### config.mk
export PLATFORM = sky130hd
export DESIGN_NAME = hex_header_crc_frame_receiver
export DESIGN_NICKNAME = d
export VERILOG_FILES = /design/src/rtl/core/hhcr_pkg.sv /design/src/rtl/core/hhcr_front.sv /design/src/rtl/core/hhcr_queue.sv /design/src/rtl/core/hhcr_back.sv /design/src/rtl/core/hex_header_crc_frame_receiver.sv
export SDC_FILE = /design/constraint.sdc
export NUM_CORES = 1
export LEC_CHECK = 0
export BUFFER_PORTS_ARGS = -buffer_cell sky130_fd_sc_hd__buf_2
export CORE_MARGIN = 2
export CORE_UTILIZATION = 49
export CTS_CLUSTER_DIAMETER = 50
export DETAILED_ROUTE_END_ITERATION = 8
export HOLD_SLACK_MARGIN = 0.02
export PLACE_DENSITY = 0.66
export REMOVE_ABC_BUFFERS = 1
export SLEW_MARGIN = 20
export SYNTH_ARGS = -nofsm -noshare
export SYNTH_HDL_FRONTEND = slang
export SYNTH_SLANG_ARGS = --single-unit
### constraint.sdc
create_clock -name clk -period 12.7 [get_ports clk]
set_input_delay 3.81 -clock clk [delete_from_list [all_inputs] [get_ports clk]]
set_output_delay 3.81 -clock clk [all_outputs]
set_load 0.1 [all_outputs]
### src/rtl/core/hhcr_pkg.sv
// ----------------------------------------------------------------------------
// hhcr_pkg: shared types and helpers for the hex header CRC frame receiver
// Frame layout constants, status codes, result word layout, hex digit decode
// and the byte-wide reflected CRC-32 update.
// ----------------------------------------------------------------------------
`default_nettype none

package hhcr_pkg;

  localparam int HEADER_BYTES  = 10;
  localparam int TRAILER_BYTES = 8;
  localparam int SEQ_END       = 4;   // header bytes below this carry sequence digits
  localparam int TYPE_POS      = 4;
  localparam int LEN_END       = 9;   // length digits sit from TYPE_POS+1 up to just below this
  localparam int QUEUE_DEPTH   = 2;

  localparam logic [31:0] CRC_POLY       = 32'hEDB8_8320;
  localparam logic [31:0] CRC_INIT       = 32'hFFFF_FFFF;
  localparam logic        CHECK_CRC_RST  = 1'b1;
  localparam logic [15:0] MAX_LENGTH_RST = 16'd4096;

  typedef enum logic [1:0] {
    PH_HDR,
    PH_PAY,
    PH_TRL
  } phase_t;

  typedef enum logic [2:0] {
    ST_OK       = 3'd0,
    ST_TIMEOUT  = 3'd1,
    ST_SHORT    = 3'd2,
    ST_BAD_NUM  = 3'd3,
    ST_OVERFLOW = 3'd4,
    ST_CRC_BAD  = 3'd5
  } status_t;

  typedef enum logic {
    KIND_PAYLOAD = 1'b0,
    KIND_STATUS  = 1'b1
  } kind_t;

  typedef enum logic {
    CMD_BYTE    = 1'b0,
    CMD_TIMEOUT = 1'b1
  } cmd_t;

  typedef enum logic {
    CFG_CHECK_CRC  = 1'b0,
    CFG_MAX_LENGTH = 1'b1
  } cfg_idx_t;

  typedef struct packed {
    kind_t       kind;
    logic [7:0]  payload_byte;
    status_t     status;
    logic [15:0] seq;
    logic [7:0]  ftype;
    logic [15:0] length;
  } result_t;

  typedef struct packed {
    logic       ok;
    logic [3:0] val;
  } hex_t;

  function automatic hex_t hex_decode(input logic [7:0] b);
    hex_t h;
    h.ok  = 1'b1;
    h.val = 4'd0;
    if (b >= 8'h30 && b <= 8'h39) begin
      h.val = 4'(b - 8'h30);
    end else if (b >= 8'h41 && b <= 8'h46) begin
      h.val = 4'(b - 8'h37);
    end else if (b >= 8'h61 && b <= 8'h66) begin
      h.val = 4'(b - 8'h57);
    end else begin
      h.ok = 1'b0;
    end
    return h;
  endfunction

  function automatic logic [31:0] crc_update(input logic [31:0] crc, input logic [7:0] b);
    logic [31:0] c;
    c = crc ^ {24'd0, b};
    for (int i = 0; i < 8; i++) begin
      c = c[0] ? ((c >> 1) ^ CRC_POLY) : (c >> 1);
    end
    return c;
  endfunction

endpackage

`default_nettype wire

### src/rtl/core/hhcr_front.sv
// ----------------------------------------------------------------------------
// hhcr_front: frame parser
// Takes one word a cycle while the queue has space, tracks header, payload and
// trailer, runs the CRC and hex parsing, and queues payload and status results.
// ----------------------------------------------------------------------------
`default_nettype none

module hhcr_front (
  input  wire logic             clk,
  input  wire logic             rst_n,
  input  wire logic             in_valid,
  output logic                  in_ready,
  input  wire logic             in_command,
  input  wire logic [7:0]       in_rx_byte,
  input  wire logic             cfg_valid,
  input  wire logic             cfg_index,
  input  wire logic [15:0]      cfg_data,
  input  wire logic             q_space,
  output logic                  q_push,
  output hhcr_pkg::result_t     q_data
);

  hhcr_pkg::phase_t phase_r, phase_nxt;
  logic [15:0] pos_r, pos_nxt, pos_inc;
  logic [15:0] seq_r, seq_upd, seq_nxt;
  logic [15:0] len_r, len_upd, len_nxt;
  logic [7:0]  type_r, type_upd, type_nxt;
  logic        bad_seq_r, bad_seq_upd, bad_seq_nxt;
  logic        bad_len_r, bad_len_upd, bad_len_nxt;
  logic [31:0] crc_r, crc_upd, crc_nxt;
  logic [31:0] trl_r, trl_upd, trl_nxt;
  logic        bad_trl_r, bad_trl_upd, bad_trl_nxt;
  logic        check_crc_r;
  logic [15:0] max_len_r;

  hhcr_pkg::hex_t hex;
  logic acc, is_byte, hdr_last, hdr_bad, hdr_over, pay_last, trl_last, crc_bad, frame_end;

  assign in_ready = q_space;
  assign acc      = in_valid && q_space;
  assign is_byte  = (in_command == hhcr_pkg::CMD_BYTE);
  assign hex      = hhcr_pkg::hex_decode(in_rx_byte);
  assign pos_inc  = pos_r + 16'd1;

  // Digit accumulation and CRC for the current byte
  always_comb begin
    seq_upd     = seq_r;
    len_upd     = len_r;
    type_upd    = type_r;
    bad_seq_upd = bad_seq_r;
    bad_len_upd = bad_len_r;
    crc_upd     = crc_r;
    trl_upd     = trl_r;
    bad_trl_upd = bad_trl_r;
    if (is_byte) begin
      unique case (phase_r)
        hhcr_pkg::PH_HDR: begin
          crc_upd = hhcr_pkg::crc_update(crc_r, in_rx_byte);
          if (pos_r < 16'(hhcr_pkg::SEQ_END)) begin
            if (!hex.ok) begin
              bad_seq_upd = 1'b1;
            end else if (!bad_seq_r) begin
              seq_upd = {seq_r[11:0], hex.val};
            end
          end else if (pos_r == 16'(hhcr_pkg::TYPE_POS)) begin
            type_upd = in_rx_byte;
          end else if (pos_r < 16'(hhcr_pkg::LEN_END)) begin
            if (!hex.ok) begin
              bad_len_upd = 1'b1;
            end else if (!bad_len_r) begin
              len_upd = {len_r[11:0], hex.val};
            end
          end
        end
        hhcr_pkg::PH_PAY: begin
          crc_upd = hhcr_pkg::crc_update(crc_r, in_rx_byte);
        end
        hhcr_pkg::PH_TRL: begin
          if (!hex.ok) begin
            bad_trl_upd = 1'b1;
          end else if (!bad_trl_r) begin
            trl_upd = {trl_r[27:0], hex.val};
          end
        end
        default: ;
      endcase
    end
  end

  assign hdr_last = (phase_r == hhcr_pkg::PH_HDR) &&
                    (pos_r == 16'(hhcr_pkg::HEADER_BYTES - 1));
  assign hdr_bad  = bad_seq_upd || bad_len_upd;
  assign hdr_over = (len_upd > max_len_r);
  assign pay_last = (phase_r == hhcr_pkg::PH_PAY) && (pos_inc >= len_r);
  assign trl_last = (phase_r == hhcr_pkg::PH_TRL) &&
                    (pos_r == 16'(hhcr_pkg::TRAILER_BYTES - 1));
  assign crc_bad  = check_crc_r && (bad_trl_upd || (trl_upd != ~crc_r));

  // Next phase
  always_comb begin
    phase_nxt = phase_r;
    if (acc) begin
      if (!is_byte) begin
        phase_nxt = hhcr_pkg::PH_HDR;
      end else begin
        unique case (phase_r)
          hhcr_pkg::PH_HDR: begin
            if (hdr_last) begin
              if (hdr_bad || hdr_over) begin
                phase_nxt = hhcr_pkg::PH_HDR;
              end else if (len_upd != 16'd0) begin
                phase_nxt = hhcr_pkg::PH_PAY;
              end else begin
                phase_nxt = hhcr_pkg::PH_TRL;
              end
            end
          end
          hhcr_pkg::PH_PAY: begin
            if (pay_last) phase_nxt = hhcr_pkg::PH_TRL;
          end
          hhcr_pkg::PH_TRL: begin
            if (trl_last) phase_nxt = hhcr_pkg::PH_HDR;
          end
          default: phase_nxt = hhcr_pkg::PH_HDR;
        endcase
      end
    end
  end

  // Result word and frame end
  always_comb begin
    q_push    = 1'b0;
    frame_end = 1'b0;
    q_data.kind         = hhcr_pkg::KIND_PAYLOAD;
    q_data.payload_byte = in_rx_byte;
    q_data.status       = hhcr_pkg::ST_OK;
    q_data.seq          = seq_r;
    q_data.ftype        = type_r;
    q_data.length       = len_r;
    if (acc) begin
      if (!is_byte) begin
        q_push              = 1'b1;
        frame_end           = 1'b1;
        q_data.kind         = hhcr_pkg::KIND_STATUS;
        q_data.payload_byte = 8'd0;
        q_data.status       = (pos_r == 16'd0) ? hhcr_pkg::ST_TIMEOUT : hhcr_pkg::ST_SHORT;
        if (phase_r == hhcr_pkg::PH_HDR) begin
          q_data.seq    = 16'd0;
          q_data.ftype  = 8'd0;
          q_data.length = 16'd0;
        end
      end else begin
        unique case (phase_r)
          hhcr_pkg::PH_HDR: begin
            if (hdr_last && (hdr_bad || hdr_over)) begin
              q_push              = 1'b1;
              frame_end           = 1'b1;
              q_data.kind         = hhcr_pkg::KIND_STATUS;
              q_data.payload_byte = 8'd0;
              q_data.status       = hdr_bad ? hhcr_pkg::ST_BAD_NUM : hhcr_pkg::ST_OVERFLOW;
              q_data.seq          = seq_upd;
              q_data.ftype        = type_upd;
              q_data.length       = len_upd;
            end
          end
          hhcr_pkg::PH_PAY: begin
            q_push = 1'b1;
          end
          hhcr_pkg::PH_TRL: begin
            if (trl_last) begin
              q_push              = 1'b1;
              frame_end           = 1'b1;
              q_data.kind         = hhcr_pkg::KIND_STATUS;
              q_data.payload_byte = 8'd0;
              q_data.status       = crc_bad ? hhcr_pkg::ST_CRC_BAD : hhcr_pkg::ST_OK;
            end
          end
          default: ;
        endcase
      end
    end
  end

  // Drop all frame state at a frame end, otherwise take the updated values
  always_comb begin
    if (frame_end) begin
      pos_nxt     = 16'd0;
      seq_nxt     = 16'd0;
      len_nxt     = 16'd0;
      type_nxt    = 8'd0;
      bad_seq_nxt = 1'b0;
      bad_len_nxt = 1'b0;
      crc_nxt     = hhcr_pkg::CRC_INIT;
      trl_nxt     = 32'd0;
      bad_trl_nxt = 1'b0;
    end else begin
      pos_nxt     = (hdr_last || pay_last) ? 16'd0 : pos_inc;
      seq_nxt     = seq_upd;
      len_nxt     = len_upd;
      type_nxt    = type_upd;
      bad_seq_nxt = bad_seq_upd;
      bad_len_nxt = bad_len_upd;
      crc_nxt     = crc_upd;
      trl_nxt     = trl_upd;
      bad_trl_nxt = bad_trl_upd;
    end
  end

  always_ff @(posedge clk) begin
    if (!rst_n) begin
      phase_r   <= hhcr_pkg::PH_HDR;
      pos_r     <= 16'd0;
      seq_r     <= 16'd0;
      len_r     <= 16'd0;
      type_r    <= 8'd0;
      bad_seq_r <= 1'b0;
      bad_len_r <= 1'b0;
      crc_r     <= hhcr_pkg::CRC_INIT;
      trl_r     <= 32'd0;
      bad_trl_r <= 1'b0;
    end else begin
      phase_r <= phase_nxt;
      if (acc) begin
        pos_r     <= pos_nxt;
        seq_r     <= seq_nxt;
        len_r     <= len_nxt;
        type_r    <= type_nxt;
        bad_seq_r <= bad_seq_nxt;
        bad_len_r <= bad_len_nxt;
        crc_r     <= crc_nxt;
        trl_r     <= trl_nxt;
        bad_trl_r <= bad_trl_nxt;
      end
    end
  end

  always_ff @(posedge clk) begin
    if (!rst_n) begin
      check_crc_r <= hhcr_pkg::CHECK_CRC_RST;
      max_len_r   <= hhcr_pkg::MAX_LENGTH_RST;
    end else if (cfg_valid) begin
      unique case (cfg_index)
        hhcr_pkg::CFG_CHECK_CRC:  check_crc_r <= cfg_data[0];
        hhcr_pkg::CFG_MAX_LENGTH: max_len_r   <= cfg_data;
        default: ;
      endcase
    end
  end

endmodule

`default_nettype wire

### src/rtl/core/hhcr_queue.sv
// ----------------------------------------------------------------------------
// hhcr_queue: result queue
// Small circular buffer of result words between the parser and the output
// stage, so each side can stall on its own.
// ----------------------------------------------------------------------------
`default_nettype none

module hhcr_queue #(
  parameter int DEPTH = hhcr_pkg::QUEUE_DEPTH
) (
  input  wire logic              clk,
  input  wire logic              rst_n,
  input  wire logic              push,
  input  wire hhcr_pkg::result_t push_data,
  output logic                   space,
  input  wire logic              pop,
  output logic                   head_valid,
  output hhcr_pkg::result_t      head_data
);

  localparam int PTR_W = (DEPTH > 1) ? $clog2(DEPTH) : 1;
  localparam int CNT_W = $clog2(DEPTH + 1);

  hhcr_pkg::result_t mem_r [DEPTH];
  logic [PTR_W-1:0] wr_ptr_r, wr_ptr_nxt, rd_ptr_r, rd_ptr_nxt;
  logic [CNT_W-1:0] cnt_r, cnt_nxt;
  logic do_push, do_pop;

  assign space      = (cnt_r != CNT_W'(DEPTH));
  assign head_valid = (cnt_r != '0);
  assign head_data  = mem_r[rd_ptr_r];
  assign do_push    = push && space;
  assign do_pop     = pop && head_valid;

  always_comb begin
    wr_ptr_nxt = wr_ptr_r;
    rd_ptr_nxt = rd_ptr_r;
    cnt_nxt    = cnt_r;
    if (do_push) begin
      wr_ptr_nxt = (wr_ptr_r == PTR_W'(DEPTH - 1)) ? '0 : wr_ptr_r + 1'b1;
    end
    if (do_pop) begin
      rd_ptr_nxt = (rd_ptr_r == PTR_W'(DEPTH - 1)) ? '0 : rd_ptr_r + 1'b1;
    end
    if (do_push && !do_pop) begin
      cnt_nxt = cnt_r + 1'b1;
    end else if (do_pop && !do_push) begin
      cnt_nxt = cnt_r - 1'b1;
    end
  end

  always_ff @(posedge clk) begin
    if (!rst_n) begin
      wr_ptr_r <= '0;
      rd_ptr_r <= '0;
      cnt_r    <= '0;
    end else begin
      wr_ptr_r <= wr_ptr_nxt;
      rd_ptr_r <= rd_ptr_nxt;
      cnt_r    <= cnt_nxt;
    end
  end

  always_ff @(posedge clk) begin
    if (do_push) begin
      mem_r[wr_ptr_r] <= push_data;
    end
  end

endmodule

`default_nettype wire

### src/rtl/core/hhcr_back.sv
// ----------------------------------------------------------------------------
// hhcr_back: output stage
// Pulls result words from the queue into the output register and holds
// them until the consumer takes them.
// ----------------------------------------------------------------------------
`default_nettype none

module hhcr_back (
  input  wire logic              clk,
  input  wire logic              rst_n,
  input  wire logic              head_valid,
  input  wire hhcr_pkg::result_t head_data,
  output logic                   pop,
  output logic                   out_valid,
  input  wire logic              out_ready,
  output logic                   out_result_kind,
  output logic [7:0]             out_payload_byte,
  output logic [2:0]             out_status,
  output logic [15:0]            out_frame_seq,
  output logic [7:0]             out_frame_type,
  output logic [15:0]            out_frame_length
);

  logic              out_valid_r, out_valid_nxt;
  hhcr_pkg::result_t out_data_r;
  logic              load;

  // Advance when the register is empty or its word leaves this cycle
  assign load = head_valid && (!out_valid_r || out_ready);
  assign pop  = load;

  always_comb begin
    out_valid_nxt = out_valid_r;
    if (load) begin
      out_valid_nxt = 1'b1;
    end else if (out_ready) begin
      out_valid_nxt = 1'b0;
    end
  end

  always_ff @(posedge clk) begin
    if (!rst_n) begin
      out_valid_r <= 1'b0;
    end else begin
      out_valid_r <= out_valid_nxt;
    end
  end

  always_ff @(posedge clk) begin
    if (load) begin
      out_data_r <= head_data;
    end
  end

  assign out_valid        = out_valid_r;
  assign out_result_kind  = out_data_r.kind;
  assign out_payload_byte = out_data_r.payload_byte;
  assign out_status       = out_data_r.status;
  assign out_frame_seq    = out_data_r.seq;
  assign out_frame_type   = out_data_r.ftype;
  assign out_frame_length = out_data_r.length;

endmodule

`default_nettype wire

### src/rtl/core/hex_header_crc_frame_receiver.sv
// ----------------------------------------------------------------------------
// hex_header_crc_frame_receiver: byte-serial frame receiver with CRC-32 check
//
// Input channel (in_*): one word per received byte (in_command = 0) or a
// receive timeout event (in_command = 1). A frame is a 10-byte header
// (4 hex sequence digits, type byte, 4 hex length digits, one spare byte),
// the payload, and 8 hex digits of CRC-32 over header and payload.
// Output channel (out_*): one word per payload byte, and one status word at
// every frame end (ok, timeout, short receive, bad number, overflow, CRC
// mismatch). Header failures end the frame as soon as the header completes.
// Config channel (cfg_*): index 0 enables the CRC check, index 1 sets the
// largest accepted payload length. Always ready; write only while idle.
// Throughput: one input word per cycle while in_ready is high, with the byte
// CRC update and digit parse done combinationally in the front parser. A result
// reaches out_* through the queue register, then the output register.
// When out_ready is low, the queue fills and in_ready drops after
// QUEUE_DEPTH more results; nothing is lost.
// Reset (rst_n low, synchronous) clears the frame state, empties the queue
// and restores the configuration defaults.
// ----------------------------------------------------------------------------
`default_nettype none

module hex_header_crc_frame_receiver #(
  parameter int QUEUE_DEPTH = hhcr_pkg::QUEUE_DEPTH
) (
  input  wire logic        clk,
  input  wire logic        rst_n,
  input  wire logic        in_valid,
  output logic             in_ready,
  input  wire logic        in_command,
  input  wire logic [7:0]  in_rx_byte,
  output logic             out_valid,
  input  wire logic        out_ready,
  output logic             out_result_kind,
  output logic [7:0]       out_payload_byte,
  output logic [2:0]       out_status,
  output logic [15:0]      out_frame_seq,
  output logic [7:0]       out_frame_type,
  output logic [15:0]      out_frame_length,
  input  wire logic        cfg_valid,
  output logic             cfg_ready,
  input  wire logic        cfg_index,
  input  wire logic [15:0] cfg_data
);

  logic              q_push, q_space, q_pop, q_head_valid;
  hhcr_pkg::result_t q_data, q_head_data;

  assign cfg_ready = 1'b1;

  hhcr_front u_front (
    .clk        (clk),
    .rst_n      (rst_n),
    .in_valid   (in_valid),
    .in_ready   (in_ready),
    .in_command (in_command),
    .in_rx_byte (in_rx_byte),
    .cfg_valid  (cfg_valid),
    .cfg_index  (cfg_index),
    .cfg_data   (cfg_data),
    .q_space    (q_space),
    .q_push     (q_push),
    .q_data     (q_data)
  );

  hhcr_queue #(
    .DEPTH (QUEUE_DEPTH)
  ) u_queue (
    .clk        (clk),
    .rst_n      (rst_n),
    .push       (q_push),
    .push_data  (q_data),
    .space      (q_space),
    .pop        (q_pop),
    .head_valid (q_head_valid),
    .head_data  (q_head_data)
  );

  hhcr_back u_back (
    .clk              (clk),
    .rst_n            (rst_n),
    .head_valid       (q_head_valid),
    .head_data        (q_head_data),
    .pop              (q_pop),
    .out_valid        (out_valid),
    .out_ready        (out_ready),
    .out_result_kind  (out_result_kind),
    .out_payload_byte (out_payload_byte),
    .out_status       (out_status),
    .out_frame_seq    (out_frame_seq),
    .out_frame_type   (out_frame_type),
    .out_frame_length (out_frame_length)
  );

endmodule

`default_nettype wire

# [Word level (Yosys, flattened, before mapping)]
# Memories as Yosys holds them, arrays and structs flattened. A register that Yosys moved wholly into a read port is not among the register bits.
# Cells that the tools add are included.
[word_totals] mem_bits_ro=0 regBits=147 mem_count=1 ram_bits=104 out_inout_bits=55 elab_cells=183 latch_bits=0 inputBits=31
[op_classes] reduce_logical=34 muxes=92 n_bitwise=11 shift=0 n_lt_le_gt_ge=10 add_sub_neg=8 n_div=0 multipliers=0 eq_ne=11
[memory_table] name="u_queue.mem_r" words=2 word_bits=52 rd=1 rd_ports_with_merged_regs=1 wr=1 line_no="hhcr_queue.sv:24" source="hhcr_pkg::result_t mem_r [DEPTH];"
[ops] operator="$mux W32" count=16
[ops] operator="$mux W16" count=16
[ops] operator="$mux W52" count=3
[ops] operator="$not A13 Y14" count=8
[ops] operator="$mux W40" count=2
[ops] operator="$mux W8" count=5
[ops] operator="$eq A16 B3 Y1 const B" count=2
[ops] operator="$ne A32 B32 Y1" count=1
[ops] operator="$not A32 Y32" count=1
[ops] operator="$xor A32 B8 Y32" count=1
[ops] operator="$mux W1" count=31
[ops] operator="$pmux W12 S2" count=1
[ops] operator="$mux W2" count=9
[ops] operator="$add A16 B1 Y16 const B" count=1
[ops] operator="$eq A16 B4 Y1 const B" count=1
[ops] operator="$ge A16 B16 Y1" count=1
[ops] operator="$ge A8 B7 Y1 const B" count=2
[ops] operator="$gt A16 B16 Y1" count=1
[ops] operator="$le A8 B7 Y1 const B" count=2
[ops] operator="$logic_not A16 Y1" count=1
[ops] operator="$lt A16 B3 Y1 const B" count=1
[ops] operator="$lt A16 B4 Y1 const B" count=1
[ops] operator="$reduce_bool A16 Y1" count=1
[ops] operator="$logic_and A1 B1 Y1" count=14
[ops] operator="other kinds (27)" count=44

# [Depth between registers and ports, before layout]
# Gate-level depths: netlist of the first run.
[depth] word_depth=24 depth_mapped=23 mapped_depth_nobuf=21

# [Cells and area by module]
# A second synthesis of the first run with hierarchy kept.
[unflattened] hier_cells=1317 hier_area_um2=14437.6
[modules_own_cells] module="hhcr_front" n_inst=1 area_each_um2=8836.0 seq_area_each_um2=2842.7 cells_each=1073
[modules_own_cells] module="hhcr_queue" n_inst=1 area_each_um2=3981.3 seq_area_each_um2=3223.1 cells_each=186
[modules_own_cells] module="hhcr_back" n_inst=1 area_each_um2=1609.0 seq_area_each_um2=1581.5 cells_each=56
[modules_own_cells] module="hex_header_crc_frame_receiver" n_inst=1 area_each_um2=11.3 seq_area_each_um2=0.0 cells_each=2

# [Worst setup path before layout of the first run]
# OpenSTA, ideal clock, no wires.
[synth_timing] kind="input port to flip-flop" startpoint="in in_rx_byte[0]" endpoint="mem u_queue.mem_r[0][0] (netlist name), enable pin" setup_time_ns=0.469 arrival_time_ns=9.882 t_required_ns=12.231 n_path_buf=3 cell_stages=20 path_slack_ns=2.349 cell_sequence="clkbuf_1 -> inv_1 -> ha_1 -> nor3b_1 -> nor4_2 -> a21oi_1 -> or4_1 -> buf_2 -> clkbuf_1 -> nand2_1 -> o21ai_0 -> ha_1 -> and3_1 -> a221o_1 -> a221o_1 -> mux2i_1 -> o21ai_2 -> a211oi_4 -> a21oi_1 -> nor2b_1"
[synth_via] elab_chain_cells=22 word_cells_on_any_way=46 cone_classes="add/sub (3); order compare (7); mux (29); reduce/logical (7)"
[synth_rtl] element="start: declaration" line_no="hex_header_crc_frame_receiver.sv:31" source="input wire logic [7:0] in_rx_byte,"
[synth_rtl] element="$ge A8 B7 Y1 or $le A8 B7 Y1 (tied branches)" line_no="hhcr_pkg.sv:74" source="end else if (b >= 8'h61 && b <= 8'h66) begin"
[synth_rtl] element="$logic_and A1 B1 Y1" line_no="hhcr_pkg.sv:74"
[synth_rtl] element="$mux W4" line_no="hhcr_pkg.sv:74"
[synth_rtl] element="$mux W4" line_no="hhcr_pkg.sv:72" source="end else if (b >= 8'h41 && b <= 8'h46) begin"
[synth_rtl] element="$mux W4" line_no="hhcr_pkg.sv:70" source="if (b >= 8'h30 && b <= 8'h39) begin"
[synth_rtl] element="$mux W16" line_no="hhcr_front.sv:70" source="end else if (!bad_len_r) begin"
[synth_rtl] element="$mux W16" line_no="hhcr_front.sv:68" source="if (!hex.ok) begin"
[synth_rtl] element="$mux W16" line_no="hhcr_front.sv:67" source="end else if (pos_r < 16'(hhcr_pkg::LEN_END)) begin"
[synth_rtl] element="[7 not listed]"
[synth_rtl] element="$mux W1 *" line_no="hhcr_front.sv:155" source="if (hdr_last && (hdr_bad || hdr_over)) begin"
[synth_rtl] element="$pmux W1 S3 *" line_no="hhcr_front.sv:153" source="unique case (phase_r)"
[synth_rtl] element="$mux W1 *" line_no="hhcr_front.sv:141" source="if (!is_byte) begin"
[synth_rtl] element="$mux W1 *" line_no="hhcr_front.sv:140" source="if (acc) begin"
[synth_rtl] element="$logic_and A1 B1 Y1 *" line_no="hhcr_queue.sv:32" source="assign do_push = push && space;"
[synth_rtl] element="named net u_queue.do_push" line_no="hhcr_queue.sv:27" source="logic do_push, do_pop;"
[synth_rtl] element="$mux W1 *" line_no="hhcr_queue.sv:65" source="if (do_push) begin"
[synth_rtl] element="$mux W1 (not written as such) *" line_no="hhcr_queue.sv:66" source="mem_r[wr_ptr_r] <= push_data;"
[synth_rtl] element="end: declaration" line_no="hhcr_queue.sv:24"
# Mark *: on every way through the listed nets, which the timed path passes. The rest lies on a longest branch.

# [Worst setup path after layout of the first run]
[layout_timing] startpoint="in in_rx_byte[0]" endpoint="reg u_front.type_r[3]"
[layout_via] elab_chain_cells=20 word_cells_on_any_way=44 cone_classes="add/sub (3); order compare (7); mux (28); reduce/logical (6)"
[layout_rtl] element="$ge A8 B7 Y1 or $le A8 B7 Y1 (tied branches)" line_no="hhcr_pkg.sv:74"
[layout_rtl] element="$logic_and A1 B1 Y1" line_no="hhcr_pkg.sv:74"
[layout_rtl] element="$mux W4" line_no="hhcr_pkg.sv:74"
[layout_rtl] element="$mux W4" line_no="hhcr_pkg.sv:72"
[layout_rtl] element="$mux W4" line_no="hhcr_pkg.sv:70"
[layout_rtl] element="$mux W16" line_no="hhcr_front.sv:70"
[layout_rtl] element="$mux W16" line_no="hhcr_front.sv:68"
[layout_rtl] element="$mux W16" line_no="hhcr_front.sv:67"
[layout_rtl] element="[4 not listed]"
[layout_rtl] element="$gt A16 B16 Y1" line_no="hhcr_front.sv:93" source="assign hdr_over = (len_upd > max_len_r);"
[layout_rtl] element="$logic_or A1 B1 Y1 *" line_no="hhcr_front.sv:155"
[layout_rtl] element="$logic_and A1 B1 Y1 *" line_no="hhcr_front.sv:155"
[layout_rtl] element="$mux W1 *" line_no="hhcr_front.sv:155"
[layout_rtl] element="$pmux W1 S2 *" line_no="hhcr_front.sv:153"
[layout_rtl] element="$mux W1 *" line_no="hhcr_front.sv:141"
[layout_rtl] element="$mux W1 *" line_no="hhcr_front.sv:140"
[layout_rtl] element="$mux W8 *" line_no="hhcr_front.sv:186" source="if (frame_end) begin"
[layout_rtl] element="end signal: assignment" line_no="hhcr_front.sv:227" source="type_r <= type_nxt;"
[layout_rtl] element="end: declaration" line_no="hhcr_front.sv:27" source="logic [7:0] type_r, type_upd, type_nxt;"
# Mark *: on every way between the ends. The rest lies on a longest branch, timed or not.
# A chain may end at the register's enable or synchronous reset.

==> results of run 1 <==
==> worst max path at each step <==
stage / from / to / slack (ns)
3_5_place_dp: in_rx_byte[0] / u_front.trl_r[28] / 2.82
6_report: in_rx_byte[0] / u_front.type_r[3] / 3.57
3_3_place_gp: in_rx_byte[0] / u_front.trl_r[27] / 2.98
5_1_grt: in_rx_byte[0] / u_front.type_r[5] / 3.26
4_1_cts: in_rx_byte[0] / u_front.trl_r[23] / 3.31
2_1_floorplan: in_rx_byte[0] / u_queue.mem_r[0][0] / 2.44
==> cell type report <==
| type | count | share of cell area |
|---|---|---|
| antenna | 1 | 0.0001552 |
| clock buffer | 50 | 0.06162 |
| clock inverter | 16 | 0.01374 |
| inverter | 45 | 0.01048 |
| multi-input combinational | 860 | 0.3808 |
| sequential | 303 | 0.4731 |
| tap | 384 | 0.02980 |
| timing repair buffer | 93 | 0.03027 |
==> worst max-delay path: cells and delay by family <==
kind                       cells  cell delay, ns
and+or+nand+nor                6            2.47
adders and majority gates      2            0.53
AOI/OAI and AO/OA              8            2.15
buffers and inverters          3            0.58
==> synthesized netlist by cell type (3+ instances only) <==
master	count
mux2i_1	8
a21boi_0	16
buf_1	5
nor3_1	10
a211oi_1	3
or2_2	3
edfxtp_1	156
nand3_1	22
nand2b_1	8
dfxtp_1	147
o21ai_1	3
xor2_1	41
a21o_1	11
a22oi_1	5
nor2_1	29
ha_1	41
o211ai_1	51
mux2_2	55
buf_2	16
xnor2_1	55
and2_1	32
and3_1	16
nand4_1	7
o22ai_1	21
nor2b_1	63
a22o_1	74
nor4_1	13
inv_1	45
or3_1	3
or4_1	3
a21oi_1	29
o21ai_0	56
a221oi_1	4
o2111ai_1	5
nand2_1	130
o21a_1	5
clkbuf_1	39
==> metrics by stage <==
step	setup WS (ns)	hold WS (ns)
floorplan	2.439	0.4406
global placement	2.979	0.4524
detailed placement	2.818	0.4595
CTS	3.312	0.4681
global route	3.258	0.4878
finish	3.566	0.4646
==> sequential cells by signal (all words and copies together), names as in the netlist <==
| signal | flops |
|---|---|
| u_back.out_frame_type | 8 |
| u_queue.rd_ptr_r | 1 |
| u_front.bad_seq_r | 1 |
| u_queue.cnt_r | 2 |
| u_front.crc_r | 32 |
| u_back.out_result_kind | 1 |
| u_back.out_payload_byte | 8 |
| u_back.out_frame_length | 16 |
| u_front.type_r | 8 |
| u_back.out_frame_seq | 16 |
| u_queue.mem_r | 104 |
| u_front.pos_r | 16 |
| u_front.len_r | 16 |
| u_front.max_len_r | 16 |
| u_front.phase_r | 2 |
| u_back.out_status | 3 |
| u_front.check_crc_r | 1 |
| u_back.out_valid | 1 |
| u_front.seq_r | 16 |
| u_queue.wr_ptr_r | 1 |
| u_front.bad_trl_r | 1 |
| u_front.bad_len_r | 1 |
| u_front.trl_r | 32 |
==> layout by cell type, fill, tap and decap left out, types with 3 or more instances in the layout <==
cell type,n
a21o_1,11
mux2_2,55
buf_4,9
xnor2_1,55
and3_1,16
and2_1,31
or3_1,3
clkbuf_8,4
a21boi_0,16
clkbuf_16,36
o2111ai_1,5
a21oi_1,29
dfxtp_1,146
inv_1,45
nand4_1,7
o21a_1,5
a22oi_1,5
a22o_1,74
a211oi_1,3
nor3_1,9
ha_1,41
clkbuf_1,10
mux2i_1,8
nand2b_1,7
buf_2,84
or2_2,3
xor2_1,41
nor2_1,27
nand3_1,21
a221oi_1,4
nor2b_1,62
nand2_1,130
o22ai_1,21
nor4_1,13
o211ai_1,51
or4_1,3
clkinv_2,4
o21ai_0,56
bufinv_16,4
edfxtp_1,156
==> routing by layer <==
metal / GRT usage / vias up / wire, um
li1: - / 4786 / -
met1: 0.2990 / 4692 / 14820
met2: 0.3174 / 245 / 14050
met3: 0.03040 / 42 / 1455
met4: 0.05007 / 0 / 529
met5: 0 / - / 0
==> cells by family (layout without fill, tap and decap cells) <==
group                      count (synthesis)  in the layout  synth area share
AOI/OAI and AO/OA                        303            303            0.1535
xor gates and xnor gates                  97             97           0.06060
adders and majority gates                 41             41           0.03627
buffers and inverters                    107            204           0.03034
DFF                                      303            303            0.5393
muxes                                     63             63           0.04945
other                                      1              2         0.0002651
and+or+nand+nor                          355            355            0.1303
==> where the power goes <==
group	internal (uW)	switching, uW
registers	1200	101
logic	378	925
clock network	636	398
==> flow_metrics.py, run 1 <==
metrics = {
    "outcome": {
        "status": "complete, no violations",
    },
    "synth": {
        "synth_seq_cells": 303,
        "synthArstFlopShare": 0,
        "synth_top_cell_by_area": "edfxtp_1",
        "post_synth.cell_area_avg_um2": 11.14,
        "netlist.area_leader.share": 0.3312,
        "yosysWarningCount": 0,
        "yosys-top-cells-area": "edfxtp_1, dfxtp_1, a22o_1",
        "netlist_area_mm2": 0.01414,
        "synth_ff_type": "edfxtp_1",
        "ys_seq_area_frac": 0.5393,
        "synth.distinct_cells": 66,
        "synth_cells": 1270,
        "synth_edf_count": 156,
    },
    "grt": {
        "grt_overflow_total": 0,
        "grt_pass1_vias": 9063,
        "grt_pass1_wl_mm": 49.63,
        "grt_max_degree": 65,
        "grt_usage": 0.2034,
        "antenna_found_initial": 1,
    },
    "timing": {
        "tns_ns": 0,
        "setup_viol": 0,
        "skew_ns": 0.02351,
        "fmax_mhz": 109.5,
        "rsz0062_at_grt": "no",
        "tightestPinTransition_ns": 1.088,
        "post-route-min-period_ns": 9.134,
        "fin_crit_sh": 0.7192,
        "slew_headroom": 0.2695,
        "slew_viol_final": 0,
        "hold_violations": 0,
    },
    "power_and_ir_drop": {
        "total_power_uw": 3639,
        "vdd_drop_max_uv": 94.31,
        "p_per_area_mw_per_mm2": 225.7,
        "p_leak_uw": 0.006030,
    },
    "floorplanning": {
        "fp.coreArea_mm2": 0.02855,
        "die_w_um": 173.9,
        "die_h_um": 173.9,
        "boundaryPins": 86,
        "die-area_mm2": 0.03024,
        "floorplan.initialDensity": 0.4954,
        "rows": 62,
    },
    "routing": {
        "routed_wl_mm": 30.85,
        "antenna_left": 0,
        "vias_per_cell": 5.574,
        "drt-initial-drc-count": 742,
        "wire_per_inst_um": 17.61,
        "firstDrtPassIters": 5,
        "vias": 9765,
        "drc": 0,
    },
    "worst_setup_path": {
        "endpoint_kind": "flip-flop",
        "cp_slowest_stage_delay_ns": 0.84,
        "critPathKind": "input pin to flip-flop",
        "cp.required_ns": 13.16,
        "crit_fanout": 25,
        "cp.arrival_ns": 9.59,
        "timing.rr.start": "u_front.pos_r[11]",
        "crit_chain": "buf_2, inv_1, ha_1, nor3b_1, nor4_2, a21oi_1, buf_4, or4_1, o21ai_0, ha_1, a21o_1, a221o_1, a221o_1, nor3_2, o21ai_2, a211oi_4, and3_1, and2_0, a22o_1",
        "crit_path_top_delay_cell": "or4_1",
        "r2r_cells": 15,
        "setup.worst_path.start_class": "input pin",
        "reg2reg_slack_ns": 6.83,
        "timing.rr.end": "u_front.type_r[3]",
    },
    "layout": {
        "areaGrowthSynthToFinish_pct": 14.00,
        "multi_input_area_mm2": 0.006140,
        "design_area_mm2": 0.01612,
        "nets": 1411,
        "layout.cells.non_filler": 1752,
        "final-seq-area_mm2": 0.007629,
        "nFillCells": 2414,
        "post-route-util": 0.5648,
        "drive_gt1_frac": 0.1661,
    },
    "placement": {
        "gp_congestion": 0.8937,
        "placed_area_mm2": 0.01489,
        "portBuffers": 84,
        "place_inst": 1685,
        "dp_hpwl_mm": 21.12,
    },
    "clock_tree": {
        "cts_hold_buf": 0,
        "cts_max_level": 2,
        "clkTransAtPathRegs_ns": 0.06,
        "cts_buffer_depth": 3,
        "cts_made_buffers": 36,
        "postCtsSetupBuffers": 0,
        "ctsResizeCount": 0,
        "clockRootBuffer": "clkbuf_16",
        "clk_latency_ns": 0.52,
        "cts.sinks": 303,
        "cts_tree": "built",
    },
    "min_path": {
        "hold_depth": 2,
        "hp-start": "u_front.max_len_r[6]",
        "min_to": "u_front.max_len_r[6]",
        "hold_path_class": "flip-flop to flip-flop",
    },
    "run": {
        "drv_cap": 0,
    },
}
Note: power is estimated with default switching activity, not from simulation.
==> inputs of run 2 (changes only) <==
--- a/config.mk
+++ b/config.mk
@@ -11,7 +11,7 @@
 export CTS_CLUSTER_DIAMETER = 50
 export DETAILED_ROUTE_END_ITERATION = 8
 export HOLD_SLACK_MARGIN = 0.02
-export PLACE_DENSITY = 0.66
+export PLACE_DENSITY = 0.69
 export REMOVE_ABC_BUFFERS = 1
 export SLEW_MARGIN = 20
 export SYNTH_ARGS = -nofsm -noshare
==> constraint.sdc (replaced) <==
create_clock -name clk -period 8.35 [get_ports clk]
set_input_delay 2.505 -clock clk [delete_from_list [all_inputs] [get_ports clk]]
set_output_delay 2.505 -clock clk [all_outputs]
set_load 0.1 [all_outputs]
==> run 2 against run 1 <==
Compared with the run above: count of clock-buffer cells in the layout down 6; setup slack worse by 2.6 ns; sequential power up 52%; critical endpoint is now u_queue.cnt_r[1].
==> flow_metrics.py, run 2 (synthesis gave the netlist of run 1 again) <==
metrics = {
    "placement": {
        "gp_congestion": 0.9032,
        "place_inst": 1693,
        "dp_hpwl_mm": 20.89,
        "placed_area_mm2": 0.01497,
        "portBuffers": 84,
        "post-place-ws_ns": 0.4371,
    },
    "timing": {
        "post-route-min-period_ns": 7.417,
        "fin_crit_sh": 0.8883,
        "setup_slack_ns": 0.9329,
        "hold_violations": 0,
        "tns_ns": 0,
        "rsz0062_at_grt": "no",
        "fmax_mhz": 134.8,
        "slew_headroom": 0.3197,
        "skew_ns": 0.02027,
        "tightestPinTransition_ns": 1.013,
        "slew_viol_final": 0,
        "setup_viol": 0,
    },
    "floorplanning": {
        "boundaryPins": 86,
        "floorplan.initialDensity": 0.4954,
        "die_w_um": 173.9,
        "die_h_um": 173.9,
        "rows": 62,
        "fp.coreArea_mm2": 0.02855,
        "die-area_mm2": 0.03024,
    },
    "worst_setup_path": {
        "cp_top_family": "compound AO/OA/AOI/OAI gates",
        "crit_end": "u_queue.cnt_r[1]",
        "crit_chain": "buf_2, inv_1, ha_1, nor3b_1, nor4_2, a21oi_1, or4_1, o21ai_0, ha_1, a21o_1, a221o_1, a221o_1, nor3_2, o21ai_2, a211oi_4, a21oi_1, ha_1, or3_1, a21boi_0",
        "timing.rr.end": "u_queue.cnt_r[1]",
        "critPathMostFrequentCell": "ha_1",
        "timing.rr.start": "u_front.pos_r[11]",
        "cp_slowest_stage_delay_ns": 0.70,
        "endpoint_kind": "flip-flop",
        "crit_path_top_delay_cell": "or4_1",
        "cp.required_ns": 8.80,
        "cp.depth": 19,
        "critPathKind": "input pin to flip-flop",
        "crit_fanout": 10,
        "critPathLaunch": "in_rx_byte[0]",
        "r2r_cells": 16,
        "crit_buf_inv": 2,
        "reg2reg_slack_ns": 2.84,
        "cp.arrival_ns": 7.87,
        "setup.worst_path.start_class": "input pin",
    },
    "layout": {
        "design_area_mm2": 0.01608,
        "post-route-util": 0.5633,
        "drive_gt1_frac": 0.1687,
        "nets": 1417,
        "layout_commonest_cell": "edfxtp_1",
        "antennaDiodeCount": 0,
        "reg_top3": "u_queue.mem_r x104, u_front.crc_r x32, u_front.trl_r x32",
        "areaGrowthSynthToFinish_pct": 13.70,
        "final_cell_mix": "edfxtp_1, dfxtp_1, nand2_1",
        "layout.cells.non_filler": 1753,
        "largest_register_ff_count": 104,
        "top_register": "u_queue.mem_r",
    },
    "clock_tree": {
        "cts_tree": "built",
        "cts_made_buffers": 34,
        "ctsResizeCount": 0,
        "cts.sinks": 303,
        "cts_buffer_depth": 3,
        "clkTransAtPathRegs_ns": 0.06,
        "cts_max_level": 2,
        "clk_latency_ns": 0.52,
        "postCtsSetupBuffers": 0,
        "clockRootBuffer": "clkbuf_16",
        "cts_hold_buf": 0,
    },
    "routing": {
        "drc": 0,
        "drt-initial-drc-count": 747,
        "routed_wl_mm": 30.81,
        "wire_per_inst_um": 17.58,
        "antenna_left": 0,
        "vias": 9805,
        "firstDrtPassIters": 5,
        "vias_per_cell": 5.593,
    },
    "outcome": {
        "status": "complete, no violations",
    },
    "power_and_ir_drop": {
        "pwr-share-seq": 0.365,
        "vdd_drop_max_uv": 141.4,
        "p_switching_uw": 2140,
        "p_sw_frac": 0.3947,
        "p_leak_uw": 0.006034,
        "combPwrFrac": 0.365,
        "p_int_uw": 3282,
        "p_per_area_mw_per_mm2": 337.1,
        "power.clock.fraction": 0.270,
    },
    "grt": {
        "grt_overflow_total": 0,
        "grt_max_degree": 65,
        "grt_usage": 0.2045,
        "antenna_found_initial": 1,
        "grt_pass1_wl_mm": 50.16,
        "grt_pass1_vias": 9351,
    },
    "min_path": {
        "hold_path_class": "flip-flop to flip-flop",
    },
    "run": {
        "drv_cap": 0,
    },
}
## run 2: cell count changes in the layout (fill, tap and decap cells not counted), moves of 2 or more
cell / before / now
buf_12: 0 / 2
buf_4: 9 / 15
clkbuf_1: 10 / 8
clkbuf_8: 4 / 1
clkinv_2: 4 / 8
clkinvlp_4: 2 / 0
## run 2: per-layer routing
layer  vias to the layer above  part of all wire  global-route usage
met1                      4677              0.47              0.2887
met5                         -           0.00042                   0
li1                       4803                 -                   -
met3                        52             0.054             0.03565
met2                       271              0.46              0.3257
met4                         2             0.021             0.05742
## run 2: how the worst min path moves through the flow
stage / startpoint / endpoint / slack [ns] / cells after the start
floorplan: u_front.type_r[0] / u_front.type_r[0] / 0.44 / 1
global placement: u_front.seq_r[13] / u_front.seq_r[13] / 0.45 / 1
detailed placement: u_front.seq_r[15] / u_front.seq_r[15] / 0.46 / 1
CTS: u_front.max_len_r[15] / u_front.max_len_r[15] / 0.47 / 2
global route: u_front.max_len_r[7] / u_front.max_len_r[7] / 0.49 / 2
finish: u_front.max_len_r[15] / u_front.max_len_r[15] / 0.46 / 2
## run 2: tightest hold or removal path, cell delays in order, from the launching register on
cell	delay [ns]
dfxtp_1	0.30
nand2_1	0.05
a21boi_0	0.06
## run 2: through the flow
step / hold slack, ns / power (uW)
2_1_floorplan: 0.4406 / 3606
3_3_place_gp: 0.4542 / 3961
3_5_place_dp: 0.4570 / 3980
4_1_cts: 0.4676 / 5457
5_1_grt: 0.4919 / 5670
6_report: 0.4637 / 5421
## run 2: power groups by stage
stage | combinational [uW] | clock (uW) | sequential, uW
after global placement | 1960 | 0 | 2000
final | 1980 | 1460 | 1980
after CTS | 1990 | 1490 | 1980
after detailed placement | 1970 | 0 | 2010
after global routing | 2120 | 1550 | 2000
after floorplan | 933 | 0 | 2670
## run 2: cell type report
type / count / area, um2
Sequential cell: 303 / 7629
Clock inverter: 16 / 183.9
Inverter: 45 / 168.9
Clock buffer: 44 / 919.6
Fill cell: 2405 / 12470
Timing Repair Buffer: 101 / 573.1
Tap cell: 384 / 480.5
Multi-Input combinational cell: 860 / 6127
